<file path="src/hdl/cfc_pkg.sv">
// Shared types, codes and helper functions for the command frame checker.
// No dependencies; every module of the block imports this package.
`timescale 1ns / 1ps

package cfc_pkg;

    // frame layout
    localparam int HDR_BYTES = 5;
    localparam int CRC_BYTES = 2;
    localparam int CMD_BYTES = 7;

    localparam logic [7:0] VERSION_CODE = 8'd2;
    localparam logic [7:0] TYPE_CMD     = 8'd1;
    localparam logic [7:0] TYPE_PING    = 8'd2;

    // status codes
    localparam logic [2:0] ST_OK       = 3'd0;
    localparam logic [2:0] ST_BAD_VER  = 3'd1;
    localparam logic [2:0] ST_BAD_LEN  = 3'd2;
    localparam logic [2:0] ST_BAD_CRC  = 3'd3;
    localparam logic [2:0] ST_BAD_TYPE = 3'd4;

    // CRC16-CCITT, MSB first
    localparam logic [15:0] CRC_INIT = 16'hFFFF;
    localparam logic [15:0] CRC_POLY = 16'h1021;

    localparam logic signed [7:0] PCT_MIN = -8'sd100;
    localparam logic signed [7:0] PCT_MAX = 8'sd100;

    // one received byte as held in the input register
    typedef struct packed {
        logic       kind;
        logic [7:0] frame_byte;
        logic       last_byte;
    } t_item;

    // one frame verdict
    typedef struct packed {
        logic [2:0]        status;
        logic [7:0]        seq_echo;
        logic              has_command;
        logic signed [7:0] throttle;
        logic signed [7:0] rudder;
        logic [7:0]        accessory_a;
        logic [7:0]        accessory_b;
        logic [7:0]        accessory_c;
        logic [7:0]        accessory_d;
        logic [7:0]        arm_byte;
        logic [15:0]       good_count;
        logic [15:0]       bad_count;
    } t_result;

    // fold one byte into the CRC, eight bit steps unrolled
    function automatic logic [15:0] crc_feed(input logic [15:0] crc, input logic [7:0] b);
        logic [15:0] c;
        c = crc ^ {b, 8'h00};
        for (int k = 0; k < 8; k++) begin
            if (c[15]) begin
                c = {c[14:0], 1'b0} ^ CRC_POLY;
            end else begin
                c = {c[14:0], 1'b0};
            end
        end
        return c;
    endfunction

    // limit a two's complement percent byte to the legal range
    function automatic logic signed [7:0] clamp_pct(input logic [7:0] raw);
        logic signed [7:0] v;
        v = signed'(raw);
        if (v < PCT_MIN) begin
            v = PCT_MIN;
        end else if (v > PCT_MAX) begin
            v = PCT_MAX;
        end
        return v;
    endfunction

endpackage

</file>
<file path="src/hdl/cfc_in_reg.sv">
// Input register of the command frame checker: holds one byte transfer.
// Depends on cfc_pkg for the item type.
`timescale 1ns / 1ps

module cfc_in_reg (
    input  logic           i_clk,
    input  logic           i_rst_n,
    input  logic           i_valid,
    output logic           o_stall,
    input  logic           i_kind,
    input  logic [7:0]     i_frame_byte,
    input  logic           i_last_byte,
    input  logic           i_go,
    output logic           o_valid,
    output cfc_pkg::t_item o_item
);
    import cfc_pkg::*;

    logic  r_valid;
    logic  n_valid;
    t_item r_item;
    logic  load;

    // stall only while the held byte cannot move on
    assign o_stall = r_valid && !i_go;
    assign load    = i_valid && !o_stall;

    always_comb begin
        n_valid = r_valid;
        if (load) begin
            n_valid = 1'b1;
        end else if (i_go) begin
            n_valid = 1'b0;
        end
    end

    always_ff @(posedge i_clk) begin
        if (!i_rst_n) begin
            r_valid <= 1'b0;
        end else begin
            r_valid <= n_valid;
        end
    end

    // capture payload on transfer
    always_ff @(posedge i_clk) begin
        if (load) begin
            r_item.kind       <= i_kind;
            r_item.frame_byte <= i_frame_byte;
            r_item.last_byte  <= i_last_byte;
        end
    end

    assign o_valid = r_valid;
    assign o_item  = r_item;

endmodule

</file>
<file path="src/hdl/cfc_frame_check.sv">
// Frame state, CRC update and end-of-frame checks for the command frame checker.
// Depends on cfc_pkg for codes, types, crc_feed and clamp_pct.
`timescale 1ns / 1ps

module cfc_frame_check #(
    parameter int MAX_FRAME_BYTES = 32
) (
    input  logic             i_clk,
    input  logic             i_rst_n,
    input  logic             i_valid,
    input  cfc_pkg::t_item   i_item,
    input  logic             i_out_free,
    output logic             o_go,
    output logic             o_res_valid,
    output cfc_pkg::t_result o_res
);
    import cfc_pkg::*;

    localparam int              PW       = $clog2(MAX_FRAME_BYTES + 2);
    localparam logic [PW-1:0]   POS_MAX  = PW'(MAX_FRAME_BYTES);
    localparam logic [PW-1:0]   POS_MIN  = PW'(HDR_BYTES + CRC_BYTES);
    localparam logic [PW-1:0]   CMD_LO   = PW'(HDR_BYTES);
    localparam logic [PW-1:0]   CMD_HI   = PW'(HDR_BYTES + CMD_BYTES);
    localparam logic [7:0]      LEN_MAX  = 8'(MAX_FRAME_BYTES - HDR_BYTES - CRC_BYTES);
    localparam logic [7:0]      LEN_CMD  = 8'(CMD_BYTES);
    localparam int              CIW      = $clog2(CMD_BYTES);

    logic [PW-1:0] r_pos, n_pos;
    logic [15:0]   r_crc, n_crc;
    logic          r_ver_good, n_ver_good;
    logic [7:0]    r_seq, n_seq;
    logic [7:0]    r_type, n_type;
    logic [7:0]    r_len, n_len;
    logic [15:0]   r_rx_crc, n_rx_crc;
    logic [15:0]   r_good, n_good;
    logic [15:0]   r_bad, n_bad;
    logic [7:0]    r_cmd [CMD_BYTES];

    logic          produces;
    logic          in_room;
    logic          cmd_we;
    logic [CIW-1:0] cmd_idx;
    logic          clear;

    assign produces = i_item.kind || i_item.last_byte;
    assign in_room  = (r_pos <= POS_MAX);
    assign o_go     = i_valid && (i_out_free || !produces);
    assign o_res_valid = o_go && produces;

    // command payload bytes sit at positions five to eleven
    assign cmd_we  = o_go && !i_item.kind && in_room && (r_pos >= CMD_LO) && (r_pos < CMD_HI);
    assign cmd_idx = CIW'(r_pos - CMD_LO);

    // next frame state and verdict
    always_comb begin
        n_pos      = r_pos;
        n_crc      = r_crc;
        n_ver_good = r_ver_good;
        n_seq      = r_seq;
        n_type     = r_type;
        n_len      = r_len;
        n_rx_crc   = r_rx_crc;
        n_good     = r_good;
        n_bad      = r_bad;
        clear      = 1'b0;
        o_res      = '0;

        if (i_item.kind) begin
            // empty frame notice drops any partial frame
            n_bad          = r_bad + 16'd1;
            o_res.status   = ST_BAD_LEN;
            clear          = 1'b1;
        end else begin
            if (in_room) begin
                if (r_pos == PW'(0)) begin
                    n_ver_good = (i_item.frame_byte == VERSION_CODE);
                end else if (r_pos == PW'(1)) begin
                    n_type = i_item.frame_byte;
                end else if (r_pos == PW'(3)) begin
                    n_seq = i_item.frame_byte;
                end else if (r_pos == PW'(4)) begin
                    n_len = i_item.frame_byte;
                end
                // CRC trails two bytes behind so the trailer is never folded in
                if (r_pos >= PW'(2)) begin
                    n_crc = crc_feed(r_crc, r_rx_crc[7:0]);
                end
                n_rx_crc = {i_item.frame_byte, r_rx_crc[15:8]};
                n_pos    = r_pos + PW'(1);
            end

            if (i_item.last_byte) begin
                clear = 1'b1;
                if (n_pos > POS_MAX || n_pos < POS_MIN) begin
                    n_bad        = r_bad + 16'd1;
                    o_res.status = ST_BAD_LEN;
                end else begin
                    o_res.seq_echo = n_seq;
                    if (!n_ver_good) begin
                        n_bad        = r_bad + 16'd1;
                        o_res.status = ST_BAD_VER;
                    end else if (({1'b0, n_len} + 9'(HDR_BYTES + CRC_BYTES)) != 9'(n_pos)
                                 || n_len > LEN_MAX) begin
                        n_bad        = r_bad + 16'd1;
                        o_res.status = ST_BAD_LEN;
                    end else if (n_rx_crc != n_crc) begin
                        n_bad        = r_bad + 16'd1;
                        o_res.status = ST_BAD_CRC;
                    end else begin
                        n_good = r_good + 16'd1;
                        if (n_type == TYPE_CMD) begin
                            if (n_len != LEN_CMD) begin
                                o_res.status = ST_BAD_LEN;
                            end else begin
                                o_res.status      = ST_OK;
                                o_res.has_command = 1'b1;
                                o_res.throttle    = clamp_pct(r_cmd[0]);
                                o_res.rudder      = clamp_pct(r_cmd[1]);
                                o_res.accessory_a = r_cmd[2];
                                o_res.accessory_b = r_cmd[3];
                                o_res.accessory_c = r_cmd[4];
                                o_res.accessory_d = r_cmd[5];
                                o_res.arm_byte    = r_cmd[6];
                            end
                        end else if (n_type == TYPE_PING) begin
                            o_res.status = ST_OK;
                        end else begin
                            o_res.status = ST_BAD_TYPE;
                        end
                    end
                end
            end
        end

        o_res.good_count = n_good;
        o_res.bad_count  = n_bad;

        // restart framing after a verdict
        if (clear) begin
            n_pos      = '0;
            n_crc      = CRC_INIT;
            n_ver_good = 1'b0;
            n_seq      = '0;
            n_type     = '0;
            n_len      = '0;
            n_rx_crc   = '0;
        end
    end

    // advance frame state on each processed byte
    always_ff @(posedge i_clk) begin
        if (!i_rst_n) begin
            r_pos      <= '0;
            r_crc      <= CRC_INIT;
            r_ver_good <= 1'b0;
            r_seq      <= '0;
            r_type     <= '0;
            r_len      <= '0;
            r_rx_crc   <= '0;
            r_good     <= '0;
            r_bad      <= '0;
        end else if (o_go) begin
            r_pos      <= n_pos;
            r_crc      <= n_crc;
            r_ver_good <= n_ver_good;
            r_seq      <= n_seq;
            r_type     <= n_type;
            r_len      <= n_len;
            r_rx_crc   <= n_rx_crc;
            r_good     <= n_good;
            r_bad      <= n_bad;
        end
    end

    // capture command payload bytes
    always_ff @(posedge i_clk) begin
        if (cmd_we) begin
            r_cmd[cmd_idx] <= i_item.frame_byte;
        end
    end

    // position saturates one past the limit
    a_pos_bound: assert property (@(posedge i_clk) disable iff (!i_rst_n)
        r_pos <= POS_MAX + PW'(1))
        else $error("byte position past saturation point");

    // a verdict always restarts the frame
    a_clear_after_result: assert property (@(posedge i_clk) disable iff (!i_rst_n)
        o_res_valid |=> (r_pos == '0 && r_crc == CRC_INIT && !r_ver_good))
        else $error("frame state not cleared after verdict");

    // each verdict moves exactly one of the two counters by one
    a_count_step: assert property (@(posedge i_clk) disable iff (!i_rst_n)
        o_res_valid |=> (16'(r_good + r_bad) == 16'($past(r_good) + $past(r_bad) + 16'd1)))
        else $error("frame counters out of step with verdicts");

    // bytes that give no verdict leave the counters alone
    a_count_hold: assert property (@(posedge i_clk) disable iff (!i_rst_n)
        (o_go && !produces) |=> ($stable(r_good) && $stable(r_bad)))
        else $error("counter moved without a verdict");

endmodule

</file>
<file path="src/hdl/cfc_out_reg.sv">
// Result register of the command frame checker: holds one verdict for transfer.
// Depends on cfc_pkg for the result type.
`timescale 1ns / 1ps

module cfc_out_reg (
    input  logic             i_clk,
    input  logic             i_rst_n,
    input  logic             i_load,
    input  cfc_pkg::t_result i_res,
    input  logic             i_stall,
    output logic             o_free,
    output logic             o_valid,
    output cfc_pkg::t_result o_res
);
    import cfc_pkg::*;

    logic    r_valid;
    logic    n_valid;
    t_result r_res;

    // slot can take a new verdict when empty or draining this cycle
    assign o_free = !r_valid || !i_stall;

    always_comb begin
        n_valid = r_valid;
        if (i_load) begin
            n_valid = 1'b1;
        end else if (!i_stall) begin
            n_valid = 1'b0;
        end
    end

    always_ff @(posedge i_clk) begin
        if (!i_rst_n) begin
            r_valid <= 1'b0;
        end else begin
            r_valid <= n_valid;
        end
    end

    // hold verdict until transfer
    always_ff @(posedge i_clk) begin
        if (i_load) begin
            r_res <= i_res;
        end
    end

    assign o_valid = r_valid;
    assign o_res   = r_res;

endmodule

</file>
<file path="src/hdl/command_frame_checker_top.sv">
// Top level of the command frame checker: input register, frame checks, result register.
// Depends on cfc_pkg, cfc_in_reg, cfc_frame_check and cfc_out_reg.
//
//   channel   direction  handshake          payload
//   byte in   input      i_valid / o_stall  i_kind, i_frame_byte, i_last_byte
//   verdict   output     o_valid / i_stall  o_status ... o_bad_count
//
// One byte per cycle sustained; a verdict is formed from the input register and held in
// the result register. The CRC fold of one byte and the end-of-frame checks
// share one cycle. Synchronous active-low reset clears framing state,
// counters and both valid flags. A stalled verdict backs up into the input register only
// for bytes that end a frame; mid-frame bytes keep flowing while a verdict waits.
`timescale 1ns / 1ps

module command_frame_checker_top #(
    parameter int MAX_FRAME_BYTES = 32
) (
    input  logic              i_clk,
    input  logic              i_rst_n,
    input  logic              i_valid,
    output logic              o_stall,
    input  logic              i_kind,
    input  logic [7:0]        i_frame_byte,
    input  logic              i_last_byte,
    output logic              o_valid,
    input  logic              i_stall,
    output logic [2:0]        o_status,
    output logic [7:0]        o_seq_echo,
    output logic              o_has_command,
    output logic signed [7:0] o_throttle,
    output logic signed [7:0] o_rudder,
    output logic [7:0]        o_accessory_a,
    output logic [7:0]        o_accessory_b,
    output logic [7:0]        o_accessory_c,
    output logic [7:0]        o_accessory_d,
    output logic [7:0]        o_arm_byte,
    output logic [15:0]       o_good_count,
    output logic [15:0]       o_bad_count
);
    import cfc_pkg::*;

    logic    s1_valid;
    t_item   s1_item;
    logic    s1_go;
    logic    res_valid;
    t_result res;
    logic    out_free;
    t_result out_res;

    cfc_in_reg u_in_reg (
        .i_clk        (i_clk),
        .i_rst_n      (i_rst_n),
        .i_valid      (i_valid),
        .o_stall      (o_stall),
        .i_kind       (i_kind),
        .i_frame_byte (i_frame_byte),
        .i_last_byte  (i_last_byte),
        .i_go         (s1_go),
        .o_valid      (s1_valid),
        .o_item       (s1_item)
    );

    cfc_frame_check #(
        .MAX_FRAME_BYTES (MAX_FRAME_BYTES)
    ) u_frame_check (
        .i_clk       (i_clk),
        .i_rst_n     (i_rst_n),
        .i_valid     (s1_valid),
        .i_item      (s1_item),
        .i_out_free  (out_free),
        .o_go        (s1_go),
        .o_res_valid (res_valid),
        .o_res       (res)
    );

    cfc_out_reg u_out_reg (
        .i_clk   (i_clk),
        .i_rst_n (i_rst_n),
        .i_load  (res_valid),
        .i_res   (res),
        .i_stall (i_stall),
        .o_free  (out_free),
        .o_valid (o_valid),
        .o_res   (out_res)
    );

    // unpack verdict onto ports
    assign o_status      = out_res.status;
    assign o_seq_echo    = out_res.seq_echo;
    assign o_has_command = out_res.has_command;
    assign o_throttle    = out_res.throttle;
    assign o_rudder      = out_res.rudder;
    assign o_accessory_a = out_res.accessory_a;
    assign o_accessory_b = out_res.accessory_b;
    assign o_accessory_c = out_res.accessory_c;
    assign o_accessory_d = out_res.accessory_d;
    assign o_arm_byte    = out_res.arm_byte;
    assign o_good_count  = out_res.good_count;
    assign o_bad_count   = out_res.bad_count;

endmodule

</file>
<file path="config.mk">
export PLATFORM = sky130hd
export DESIGN_NAME = command_frame_checker_top
export DESIGN_NICKNAME = d
export VERILOG_FILES = /design/src/hdl/cfc_pkg.sv /design/src/hdl/cfc_in_reg.sv /design/src/hdl/cfc_frame_check.sv /design/src/hdl/cfc_out_reg.sv /design/src/hdl/command_frame_checker_top.sv
export SDC_FILE = /design/constraint.sdc
export NUM_CORES = 1
export LEC_CHECK = 0
export BUFFER_PORTS_ARGS = -buffer_cell sky130_fd_sc_hd__buf_2
export CORE_MARGIN = 1
export CORE_UTILIZATION = 40
export DETAILED_ROUTE_END_ITERATION = 7
export GPL_TIMING_DRIVEN = 0
export HOLD_SLACK_MARGIN = 0.08
export PLACE_DENSITY = 0.67
export SETUP_SLACK_MARGIN = 0.4
export SLEW_MARGIN = 10
export SYNTH_ARGS = -nofsm -noshare
export SYNTH_HDL_FRONTEND = slang
export SYNTH_HIERARCHICAL = 1
export SYNTH_SLANG_ARGS = --single-unit
</file>
<file path="constraint.sdc">
create_clock -name i_clk -period 8.7 [get_ports i_clk]
set_input_delay 1.74 -clock i_clk [delete_from_list [all_inputs] [get_ports i_clk]]
set_output_delay 1.74 -clock i_clk [all_outputs]
set_load 0.005 [all_outputs]
</file>
## Word level (Yosys, flattened, before mapping)

Memory sizes are Yosys's and may differ from the RTL's.
Index checks and enable logic that the tools add are counted.

- Eq/ne operators: 11
- Add/sub/neg operators: 5
- Bitwise gates (word level): 12
- Reduce and logical (&&, ||, !) cells: 30
- Magnitude comparators: 11
- Mux-type cells: 105

Operators with widths:

| kind | count |
|---|---|
| 2-to-1 mux 16 bit | 42 |
| 2-to-1 mux 57 bit | 5 |
| 2-to-1 mux 8 bit | 24 |
| 2-to-1 mux 13 bit | 8 |
| 2-to-1 mux 67 bit | 1 |
| 2-to-1 mux 65 bit | 1 |
| adder 16 x 1 -> 16 bit (second input constant) | 2 |
| 2-to-1 mux 6 bit | 4 |
| inverter 3 bit | 8 |
| OR reduction 10 bit | 2 |
| OR reduction 9 bit | 2 |
| == test 8 x 2 -> 1 bit (second input constant) | 2 |
| greater-than comparator 8 bit (second input constant) | 2 |
| less-than comparator 8 bit (second input constant) | 2 |
| != test 16 bit | 1 |
| bitwise XOR 16 bit | 1 |
| 2-to-1 mux 1 bit | 13 |
| 2-to-1 mux 2 bit | 5 |
| adder 8 x 3 -> 9 bit (second input constant) | 1 |
| != test 9 x 6 -> 1 bit | 1 |
| == test 8 x 1 -> 1 bit (second input constant) | 1 |
| greater-than comparator 8 x 5 -> 1 bit (second input constant) | 1 |
| logical AND 1 bit | 8 |
| != test 8 x 3 -> 1 bit (second input constant) | 1 |
| 23 further kinds | 36 |

- Output and inout bits: 102
- Word-level logic and storage cells: 207
- Input bits: 14
- RAM bits: 56
- Bits in registers: 207
- Memories kept: 1

Memories:

| memory | words | width | read ports | clocked after Yosys merged registers in | write ports | RTL line | text |
|---|---|---|---|---|---|---|---|
| u_frame_check.r_cmd | 7 | 8 | 7 | 0 | 1 | cfc_frame_check.sv:37 | `logic [7:0] r_cmd [CMD_BYTES];` |

## Logic depth before layout (Yosys ltp)

Gate-level depths: netlist of the first run.

- Word-level depth: 48
- Depth in mapped cells: 17
- Depth with buffers taken out: 14

## Hierarchy

The synthesis of the first run kept the hierarchy.

By module, submodules not included:

| module | instances | area an instance (um2) | cells each | seq. area each (um2) |
|---|---|---|---|---|
| cfc_frame_check | 1 | 8,295.5 | 914 | 3,583.4 |
| cfc_out_reg | 1 | 3,037.9 | 104 | 3,022.9 |
| cfc_in_reg | 1 | 347.8 | 14 | 320.3 |

## Least setup slack after synthesis of the first run

OpenSTA, ideal clock, no wires.

- Path type: input -> register
- Start: in i_stall
- End: reg u_frame_check.r_crc[1]
- Arrival: 7.315 ns
- Data required time: 8.620 ns
- Library setup time: 0.080 ns
- Stages on the path: 6
- Setup slack: 1.305 ns
- Cell sequence: nand2_1 nand2_1 nor2_1 nor2_1 clkbuf_1 o211ai_1

- Longest elaborated chain between the ends: 5

RTL lines:

| item | RTL line | text |
|---|---|---|
| from (decl) | command_frame_checker_top.sv:26 | `input logic i_stall,` |
| logical NOT 1 bit | cfc_out_reg.sv:22 | `assign o_free = !r_valid \|\| !i_stall;` |
| logical OR 1 bit | cfc_out_reg.sv:22 |  |
| logical OR 1 bit | cfc_frame_check.sv:47 | `assign o_go = i_valid && (i_out_free \|\| !produces);` |
| logical AND 1 bit | cfc_frame_check.sv:47 |  |
| AND reduction 2 bit (no line) | - |  |
| to (signal assigned) | cfc_frame_check.sv:164 | `r_crc <= n_crc;` |
| to (decl) | cfc_frame_check.sv:29 | `logic [15:0] r_crc, n_crc;` |

Every way passes these cells.
A chain may end at the register's enable or synchronous reset.

## Worst setup path after layout of the first run

- Start: in i_stall
- End: out o_stall

- Longest elaborated chain between the ends: 6

RTL lines:

| item | RTL line | text |
|---|---|---|
| logical NOT 1 bit | cfc_out_reg.sv:22 |  |
| logical OR 1 bit | cfc_out_reg.sv:22 |  |
| named net out_free | command_frame_checker_top.sv:47 | `logic out_free;` |
| logical OR 1 bit | cfc_frame_check.sv:47 |  |
| logical AND 1 bit | cfc_frame_check.sv:47 |  |
| named net s1_go | command_frame_checker_top.sv:44 | `logic s1_go;` |
| logical NOT 1 bit | cfc_in_reg.sv:25 | `assign o_stall = r_valid && !i_go;` |
| logical AND 1 bit | cfc_in_reg.sv:25 |  |
| to (decl) | command_frame_checker_top.sv:21 | `output logic o_stall,` |

The timed path passes the listed nets, and every way through them passes these cells.

==> results of run 1 <==
==> registers in the layout, indices dropped and copies added (netlist names) <==
name,count
u_frame_check/r_crc,16
u_frame_check/r_len,8
u_frame_check/r_bad,16
u_frame_check/r_good,16
u_frame_check/r_rx_crc,16
u_frame_check/r_pos,6
u_in_reg/o_item,10
u_frame_check/r_ver_good,1
u_frame_check/r_type,8
u_in_reg/o_valid,1
u_out_reg/o_res,100
u_out_reg/o_valid,1
u_frame_check/r_cmd,56
u_frame_check/r_seq,8
==> cell families (layout without fill, tap and decap cells) <==
group	count (synthesis)	count (layout)
adder cells (fa/ha/maj)	9	9
AO/OA/AOI/OAI	180	180
multiplexers	49	49
AND/OR/NAND/NOR	362	362
XOR/XNOR	93	93
buffers and inverters	76	242
flip-flops	263	263
==> final cells by class <==
type                            count  area share, %
Sequential cell                   263          50.71
Multi-Input combinational cell    693          32.64
Clock buffer                       29          4.919
Timing Repair Buffer              118          4.708
Tap cell                          384          3.517
Buffer                             54          1.658
Clock inverter                     19          1.246
Inverter                           22         0.6046
==> worst max-delay path, delay by kind of cell <==
kind | cells | cell delay [ns]
buffers and inverters | 5 | 1.48
and+or+nand+nor | 2 | 0.29
AOI/OAI and AO/OA | 1 | 0.41
==> power by group <==
part | internal (mW) | switching, mW
sequential | 1.36 | 0.0207
clock | 0.620 | 0.466
combinational | 0.0407 | 0.0754
total | 2.02 | 0.562
==> layer usage <==
| layer | routed length [um] | share of wire [%] |
|---|---|---|
| met1 | 11540 | 45 |
| met2 | 12360 | 48 |
| met3 | 1311 | 5.1 |
| met4 | 706 | 2.7 |
| met5 | 0 | 0 |
==> worst min path at each step <==
stage                               end  slack (ns)  depth (start not counted)
2_1_floorplan  u_frame_check/r_ver_good        0.45                          2
3_3_place_gp   u_frame_check/r_ver_good        0.46                          2
3_5_place_dp   u_frame_check/r_ver_good        0.48                          2
4_1_cts        u_frame_check/r_ver_good        0.49                          2
5_1_grt        u_frame_check/r_ver_good        0.52                          2
6_report       u_frame_check/r_good[15]        0.49                          2
==> per-stage QoR <==
stage / setup TNS, ns / setup slack [ns] / total power [mW] / cell area (um2) / hold WS, ns
after floorplan: 0 / 1.305 / 1.461 / 11680 / 0.4538
after global placement: -31.84 / -1.571 / 1.523 / 12740 / 0.4629
after detailed placement: 0 / 3.085 / 1.524 / 12820 / 0.4779
after CTS: 0 / 3.082 / 2.613 / 13660 / 0.4922
after global routing: 0 / 2.923 / 2.669 / 13660 / 0.5171
final: 0 / 3.035 / 2.582 / 13660 / 0.4921
==> synthesized netlist by cell type, drive strengths merged (3+ instances only) <==
cell / count
a311oi: 3
buf: 9
nand2b: 5
o211ai: 12
o22ai: 3
nor3b: 7
a211oi: 4
and2: 50
edfxtp: 166
o31ai: 11
nor2: 100
a21oi: 40
xnor2: 59
and4: 4
mux2i: 47
nand4: 9
clkbuf: 45
dfxtp: 97
or4: 10
nand3: 27
and3: 18
a32oi: 3
a22oi: 38
o21ai: 45
xor2: 34
ha: 9
inv: 21
a31oi: 3
a21boi: 5
nor4: 3
nor2b: 10
nor3: 18
or3: 18
nand2: 76
==> layout by cell type, fill, tap and decap left out, drive strengths merged, types with 38 or more instances in the layout <==
| cell type | count |
|---|---|
| dfxtp | 97 |
| and2 | 50 |
| edfxtp | 166 |
| xnor2 | 59 |
| o21ai | 45 |
| clkbuf | 74 |
| a21oi | 40 |
| nor2 | 100 |
| a22oi | 38 |
| mux2i | 47 |
| nand2 | 76 |
| buf | 127 |
==> flow_summary.json, run 1 <==
{
  "cp.arrival_ns": 3.93,
  "ir_drop_mv": 0.1535,
  "hold_buffers": 0,
  "dr.pass1.iters": 5,
  "diodes": 0,
  "clk_latency_ns": 0.53,
  "grt_pass1_vias": 7809,
  "syn-cell-area_mm2": 0.01168,
  "cp.required_ns": 6.96,
  "dp_hpwl_mm": 18.26,
  "die_w_um": 172.9,
  "num_rows": 62,
  "reg2reg_to": "u_out_reg/o_res[84]",
  "p_per_area_mw_per_mm2": 189.0,
  "htreeDepth": 1,
  "hold_viol": 0,
  "seq_area_frac_synth_pct": 59.30,
  "start_util_pct": 40.70,
  "synthTopCellsByArea": "edfxtp_1, dfxtp_1, xnor2_1",
  "cts_resized": 0,
  "synthAdderAreaFrac_pct": 0.9640,
  "final-max-slew-violation-count": 0,
  "dp.cells": 1534,
  "synth_top_family_by_area": "simple AND/OR/NAND/NOR gates",
  "synthCells": 1032,
  "avgSynthCellArea_um2": 11.32,
  "crit_type": "input pin to output pin",
  "slew-limit-headroom_pct": 22.25,
  "antenna_found_initial": 0,
  "ff2ff_setup_slack_ns": 3.68,
  "ys_warn_count": 6,
  "end_kind": "output pin",
  "fin_nets": 1201,
  "core_area_mm2": 0.02870,
  "synth_top_area_share_pct": 42.67,
  "synthDistinctLibCells": 62,
  "regArea_mm2": 0.006927,
  "fin_util_pct": 47.59,
  "fin_skew_ns": 0.01291,
  "grt_max_degree": 35,
  "ant_nets": 0,
  "synth-xor-area-share_pct": 6.973,
  "stdcell_count": 1582,
  "min_from": "u_frame_check/r_good[15]",
  "crit_fanout": 10,
  "met3_usage_pct": 2.595,
  "synth_compound_area_share_pct": 9.929,
  "synth.area.mux_share_pct": 4.220,
  "ys_ff_latch": 263,
  "io_pins": 116,
  "dominantRegCellSynth": "edfxtp_1",
  "cts_made_buffers": 26,
  "period_share_pct": 65.12,
  "multiInputGateArea_mm2": 0.004458,
  "cp_slowest_cell": "clkbuf_1",
  "slowest_delay_ns": 0.44,
  "wirelength_mm": 25.92,
  "n_fill_cell": 2649,
  "critPathCapture": "o_stall",
  "post_drt_via_cell_ratio": 5.236,
  "cp-startpoint": "i_stall",
  "use_met2_pct": 28.26,
  "crit_path_frequent_cell": "buf_2",
  "cts_buffer_depth": 3,
  "cts_tree": "done",
  "routedWlPerCell_um": 16.38,
  "grt.overflow.total": 0,
  "synth_edf_count": 166,
  "hp-class": "flip-flop to flip-flop",
  "via_count": 8283,
  "place_congestion": 0.8876,
  "rr_worst_depth": 15,
  "startpoint_type": "input pin",
  "cts.clk_slew.worst_paths_ns": 0.06,
  "cts_sinks": 263,
  "grt_util_all_layers_pct": 16.99,
  "drtIter0Drc": 605,
  "top_usage_layer": "met2",
  "max-cap-violations": 0,
  "grt_pass1_wl_mm": 41.02,
  "cts_setup_buffers": 0,
  "syn_nets": 1055,
  "rr_startpoint": "u_frame_check/r_pos[0]",
  "fin_crit_ns": 5.665,
  "rsz0062_at_grt": "no",
  "crit_chain": "buf_2, nand2_1, o21ai_1, clkinv_1, clkbuf_1, buf_1, nor2b_4, buf_2",
  "layout-area-overhead-vs-synth_pct": 16.93,
  "setup_viol": 0,
  "drcViolationCount": 0,
  "ys_async_sr_fraction_pct": 0,
  "layout-drive-gt1-share_pct": 15.53,
  "dieArea_mm2": 0.02989,
  "fmax_mhz": 176.5,
  "cts-root-buf": "clkbuf_16",
  "port_buffers": 115,
  "die_h_um": 172.9,
  "tightestPinTransition_ns": 1.157,
  "yosys.area_share.simple_pct": 15.97,
  "grt_util_met1_pct": 22.64,
  "cellLeakagePower_nw": 4.998,
  "outcome": "complete, no violations",
  "yosys.area.top_type": "edfxtp_1"
}
(Power assumes the default switching activity.)
==> run 2, diff against run 1 <==
--- a/config.mk
+++ b/config.mk
@@ -5,13 +5,14 @@
 export SDC_FILE = /design/constraint.sdc
 export NUM_CORES = 1
 export LEC_CHECK = 0
+export ABC_AREA = 1
 export BUFFER_PORTS_ARGS = -buffer_cell sky130_fd_sc_hd__buf_2
 export CORE_MARGIN = 1
 export CORE_UTILIZATION = 40
 export DETAILED_ROUTE_END_ITERATION = 7
 export GPL_TIMING_DRIVEN = 0
 export HOLD_SLACK_MARGIN = 0.08
-export PLACE_DENSITY = 0.67
+export PLACE_DENSITY = 0.66
 export SETUP_SLACK_MARGIN = 0.4
 export SLEW_MARGIN = 10
 export SYNTH_ARGS = -nofsm -noshare
==> constraint.sdc (replaced) <==
create_clock -name i_clk -period 5.3 [get_ports i_clk]
set_input_delay 1.06 -clock i_clk [delete_from_list [all_inputs] [get_ports i_clk]]
set_output_delay 1.06 -clock i_clk [all_outputs]
set_load 0.005 [all_outputs]
==> run 2 against run 1 <==
First-iteration DRC count grew 31%; cell count is 33% higher; utilization down 0.56 points; wire length increased by 23%; sequential power is 68% higher; count of clock-buffer cells in the layout is 10 higher; hold slack worse by 0.026 ns; clock power increased by 71%; final area up 8.4%; sequential share of layout area down 3.9 points; critical path type is now flip-flop to output pin; largest power group unchanged.
==> flow_summary.json, run 2 <==
{
  "fmax_mhz": 221.8,
  "fin_nets": 1698,
  "hp-class": "flip-flop to flip-flop",
  "synthCells": 1527,
  "synthTopCellsByCount": "nand2_1, inv_1, edfxtp_1",
  "rsz0062_at_grt": "no",
  "slew-limit-headroom_pct": 19.37,
  "cts_buffer_depth": 3,
  "n_fill_cell": 3059,
  "final-max-slew-violation-count": 0,
  "layout-drive-gt1-share_pct": 14.57,
  "rr_worst_depth": 20,
  "cts-root-buf": "clkbuf_16",
  "outcome": "complete, no violations",
  "cellLeakagePower_nw": 6.863,
  "synth_most_common_cell": "nand2_1",
  "cts.clk_slew.worst_paths_ns": 0.06,
  "core_area_mm2": 0.03147,
  "port_buffers": 115,
  "layout-area-overhead-vs-synth_pct": 15.81,
  "place_congestion": 0.9320,
  "rr_startpoint": "u_frame_check/r_pos[0]",
  "ir_drop_mv": 0.2538,
  "die_h_um": 180.8,
  "die_w_um": 180.8,
  "crit_type": "flip-flop to output pin",
  "io_pins": 116,
  "grt_util_all_layers_pct": 19.35,
  "grt.overflow.total": 0,
  "hold_buffers": 0,
  "ff2ff_setup_slack_ns": 1.31,
  "ys_ff_latch": 263,
  "via_count": 10500,
  "mostFrequentLayoutCells": "nand2_1, inv_1, edfxtp_1",
  "fin_crit_ns": 4.509,
  "cts_tree": "done",
  "end_kind": "output pin",
  "yosys.area.top_type": "edfxtp_1",
  "drcViolationCount": 0,
  "cts_setup_buffers": 0,
  "largest_reg_flops": 100,
  "ys_async_sr_fraction_pct": 0,
  "post_drt_via_cell_ratio": 5.008,
  "tightestPinTransition_ns": 1.200,
  "seq_area_frac_synth_pct": 54.19,
  "path_delay_family": "simple AND/OR/NAND/NOR gates",
  "period_share_pct": 85.07,
  "ys_warn_count": 6,
  "startpoint_type": "flip-flop",
  "dr.pass1.iters": 6,
  "grt_max_degree": 37,
  "dp_hpwl_mm": 22.78,
  "clk_latency_ns": 0.54,
  "hold_viol": 0,
  "p_per_area_mw_per_mm2": 309.7,
  "reg2reg_to": "u_out_reg/o_res[98]",
  "fin_skew_ns": 0.008489,
  "cp_slowest_cell": "edfxtp_1",
  "cp.arrival_ns": 3.45,
  "dominantRegCellSynth": "edfxtp_1",
  "power.total_mw": 4.584,
  "drtIter0Drc": 792,
  "min_from": "u_frame_check/r_len[1]",
  "routedWlPerCell_um": 15.22,
  "ant_nets": 0,
  "cts_resized": 0,
  "cts_made_buffers": 28,
  "crit_path_frequent_cell": "nand2_1",
  "grt_pass1_wl_mm": 50.61,
  "synth_edf_count": 166,
  "synth_top_area_share_pct": 39.00,
  "critPathCapture": "o_stall",
  "setup_viol": 0,
  "num_rows": 65,
  "wirelength_mm": 31.92,
  "worst-path-stages": 9,
  "start_util_pct": 40.61,
  "htreeDepth": 1,
  "cts_sinks": 263,
  "synthDistinctLibCells": 45,
  "dieArea_mm2": 0.03267,
  "cp-startpoint": "u_in_reg/o_item[9]",
  "avgSynthCellArea_um2": 8.370,
  "synthTopCellsByArea": "edfxtp_1, dfxtp_1, nand2_1",
  "max-cap-violations": 0,
  "slowest_delay_ns": 0.54,
  "cp_num_buf_inv": 5,
  "diodes": 0,
  "crit_chain": "nor2_1, nand2_1, nand2_1, clkbuf_1, clkbuf_2, inv_1, nand2_2, inv_2, buf_2",
  "crit_fanout": 10,
  "antenna_found_initial": 0,
  "syn-cell-area_mm2": 0.01278,
  "timing.setup.tns_ns": 0,
  "cp.required_ns": 4.24,
  "syn_nets": 1550,
  "final_common_cell": "nand2_1",
  "grt_pass1_vias": 9648
}
[run 2: changes by cell type after synthesis, sizes merged, moves of 15 or more]
cell / change
clkbuf: -15
and2: -48
and3: -18
a22oi: -37
nand2: +352
nand3: +100
nand4: +23
o21ai: +26
mux2i: -39
inv: +235
xnor2: -57
xor2: -26
nor2: +32
or3: -18
[run 2: through the flow]
stage | setup WS, ns | cell area (um2) | utilization [%] | cells | hold slack [ns]
after floorplan | 0.4616 | 12780 | - | 1527 | 0.4422
after global placement | -1.771 | 13860 | 44.04 | 2044 | 0.4509
after detailed placement | 1.197 | 13930 | 44.27 | 2047 | 0.4587
after CTS | 0.6120 | 14800 | 47.02 | 2097 | 0.4681
after global routing | 0.5508 | 14800 | 47.03 | 2097 | 0.4828
final | 0.7914 | 14800 | 47.03 | 2097 | 0.4659
[run 2: worst min-delay path, stage by stage, from the launching register on]
cell and delay [ns]:
dfxtp_1 0.31, nand2_1 0.06, a21oi_1 0.06
[run 2: worst min-delay path by stage]
| stage | to | cells past startpoint | slack (ns) |
|---|---|---|---|
| final | u_frame_check/r_len[1] | 2 | 0.47 |
| after global routing | u_frame_check/r_len[0] | 2 | 0.48 |
| after CTS | u_frame_check/r_len[0] | 2 | 0.47 |
| after detailed placement | u_frame_check/r_len[1] | 2 | 0.46 |
| after global placement | u_frame_check/r_len[6] | 2 | 0.45 |
| after floorplan | u_frame_check/r_ver_good | 2 | 0.44 |
[run 2: metal layers]
layer,share of wire (%),track usage [%],routed length [um]
met1,45,26.15,14380
met3,6.7,2.842,2150
met2,46,32.31,14670
met5,0,0,0
met4,2.3,5.265,722
[run 2: cell families (layout without fill, tap and decap cells)]
kind of cell / after synthesis / count (layout) / share of synthesized area, %
and+or+nand+nor: 758 / 758 / 26.19
muxes: 8 / 8 / 0.6266
xor gates and xnor gates: 10 / 10 / 0.6853
AOI/OAI and AO/OA: 170 / 170 / 7.704
DFF: 263 / 263 / 54.19
buffers and inverters: 309 / 477 / 9.721
adders and majority gates: 9 / 9 / 0.8811
[run 2: where the power goes]
part           leakage, nW  internal (mW)  switching, mW
Sequential            2.40           2.26         0.0621
Combinational         4.05          0.127          0.277
Clock                0.417           1.08          0.777
[run 2: area by class of cell]
type | instances | area, um2 | area share, %
clock inverters | 11 | 113.9 | 0.7692
clock buffers | 39 | 752.0 | 5.080
inverters | 259 | 972.2 | 6.568
multi-input cells | 955 | 4619 | 31.21
repair buffers | 118 | 643.1 | 4.345
well taps | 402 | 503.0 | 3.398
plain buffers | 50 | 271.5 | 1.834
flip-flops and latches | 263 | 6927 | 46.80
==> run 3, diff against run 2 <==
--- a/config.mk
+++ b/config.mk
@@ -9,6 +9,7 @@
 export BUFFER_PORTS_ARGS = -buffer_cell sky130_fd_sc_hd__buf_2
 export CORE_MARGIN = 1
 export CORE_UTILIZATION = 40
+export CTS_BUF_LIST = sky130_fd_sc_hd__clkbuf_8
 export DETAILED_ROUTE_END_ITERATION = 7
 export GPL_TIMING_DRIVEN = 0
 export HOLD_SLACK_MARGIN = 0.08
==> run 3 against run 2 <==
Critical path depth unchanged; non-clock buffer count unchanged; maximum frequency decreased by 1.6%; register-to-register slack got worse by 0.06 ns; sequential share of layout area is essentially flat; total power down 1.6%; clock skew increased by 0.015 ns; wire length grew 0.52%; first-iteration DRC count decreased by 11%; utilization barely moved; highest routed layer unchanged; global-route usage rose by 0.11 points; critical path type unchanged; clock power fell by 4%.
==> flow_summary.json, run 3 (same netlist as run 2, synthesis figures left out) <==
{
  "outcome": "complete, no violations",
  "final-max-slew-violation-count": 0,
  "period_share_pct": 86.43,
  "rsz0062_at_grt": "no",
  "routed-wl-met3_mm": 2.398,
  "place_congestion": 0.9320,
  "dieArea_mm2": 0.03267,
  "hold_buffers": 0,
  "cp.arrival_ns": 3.52,
  "dp_hpwl_mm": 22.78,
  "cp.required_ns": 4.24,
  "mostFrequentLayoutCells": "nand2_1, inv_1, edfxtp_1",
  "dpl_cell_area_mm2": 0.01393,
  "layout-drive-gt1-share_pct": 15.55,
  "max-cap-violations": 0,
  "io_pins": 116,
  "fin_skew_ns": 0.02371,
  "via_count": 10560,
  "ant_nets": 0,
  "grt_pass1_wl_mm": 50.72,
  "hold_viol": 0,
  "ir_drop_mv": 0.1540,
  "grt_max_degree": 37,
  "fmax_mhz": 218.3,
  "drcViolationCount": 0,
  "cts.clk_slew.worst_paths_ns": 0.06,
  "p_per_area_mw_per_mm2": 304.7,
  "fin_nets": 1714,
  "whs_ns": 0.4662,
  "grt.overflow.total": 0,
  "crit_type": "flip-flop to output pin",
  "cts_tree": "done",
  "cts-root-buf": "clkbuf_8",
  "htreeDepth": 2,
  "layout-area-overhead-vs-synth_pct": 15.89,
  "largest_reg_flops": 100,
  "hold_depth": 2,
  "cts_buffer_depth": 3,
  "fin_util_pct": 47.06,
  "dr.pass1.iters": 5,
  "post_drt_via_cell_ratio": 4.967,
  "cts_made_buffers": 44,
  "grt_pass1_vias": 9743,
  "num_rows": 65,
  "wirelength_mm": 32.09,
  "setup_viol": 0,
  "cts_setup_buffers": 0,
  "fin_crit_ns": 4.581,
  "startpoint_type": "flip-flop",
  "rr_worst_depth": 8,
  "diodes": 0,
  "routedWlPerCell_um": 15.09,
  "die_h_um": 180.8,
  "dr_wl_met2_mm": 14.94,
  "pre_cts_ws_ns": 1.197,
  "grt_util_all_layers_pct": 19.46,
  "final_common_cell": "nand2_1",
  "cellLeakagePower_nw": 6.954,
  "start_util_pct": 40.61,
  "slew-limit-headroom_pct": 18.21,
  "clk_latency_ns": 0.55,
  "top_layer": "met4",
  "antenna_found_initial": 0,
  "port_buffers": 115,
  "die_w_um": 180.8,
  "cts_resized": 0,
  "wl_met1_mm": 14.25,
  "drtIter0Drc": 705,
  "hp-class": "flip-flop to flip-flop",
  "cts_sinks": 263,
  "tightestPinTransition_ns": 1.217,
  "fin_ws_ns": 0.7191,
  "crit_fanout": 10,
  "core_area_mm2": 0.03147,
  "end_kind": "output pin",
  "n_fill_cell": 3075,
  "power.total_mw": 4.513,
  "finish.instance_area_mm2": 0.01481
}
==> run 3: metal layers <==
metal | vias to the layer above | GRT usage, %
met1 | 4856 | 26.16
met5 | - | 0
met2 | 379 | 32.32
met3 | 44 | 3.205
li1 | 5280 | -
met4 | 0 | 5.470
==> run 3: power by group <==
group | leakage [nW] | internal (mW) | switching (mW)
registers | 2.40 | 2.26 | 0.0624
logic | 4.05 | 0.127 | 0.277
clock network | 0.508 | 0.984 | 0.803
total | 6.95 | 3.37 | 1.14
==> run 3: cell type report <==
class	count	area [um2]	area share (%)
multi-input combinational	955	4619	31.19
inverter	259	972.2	6.564
timing repair buffer	118	643.1	4.342
clock buffer	48	660.6	4.460
buffer	50	271.5	1.833
sequential	263	6927	46.76
tap	402	503.0	3.396
clock inverter	31	215.2	1.453
==> run 3: worst paths after layout <==
check	startpoint	to	slack [ns]
hold / removal	u_frame_check/r_len[0]	u_frame_check/r_len[0]	0.47
setup / recovery	u_in_reg/o_item[9]	o_stall	0.72
setup reg to reg	u_in_reg/o_item[9]	u_frame_check/r_cmd[6][7]	1.25
hold reg to reg	u_frame_check/r_len[0]	u_frame_check/r_len[0]	0.47
==> run 3: critical path: stages (launching register included) <==
cell,delay (ns)
edfxtp_1,0.55
nor2_1,0.47
nand2_1,0.43
nand2_1,0.35
clkbuf_1,0.50
clkbuf_2,0.37
inv_1,0.08
nand2_2,0.07
inv_2,0.04
buf_2,0.11
==> run 3: per-stage QoR <==
step / instances / TNS [ns]
finish: 2126 / 0
global route: 2126 / 0
CTS: 2126 / 0
detailed placement: 2047 / 0
global placement: 2044 / -59.57
floorplan: 1527 / 0
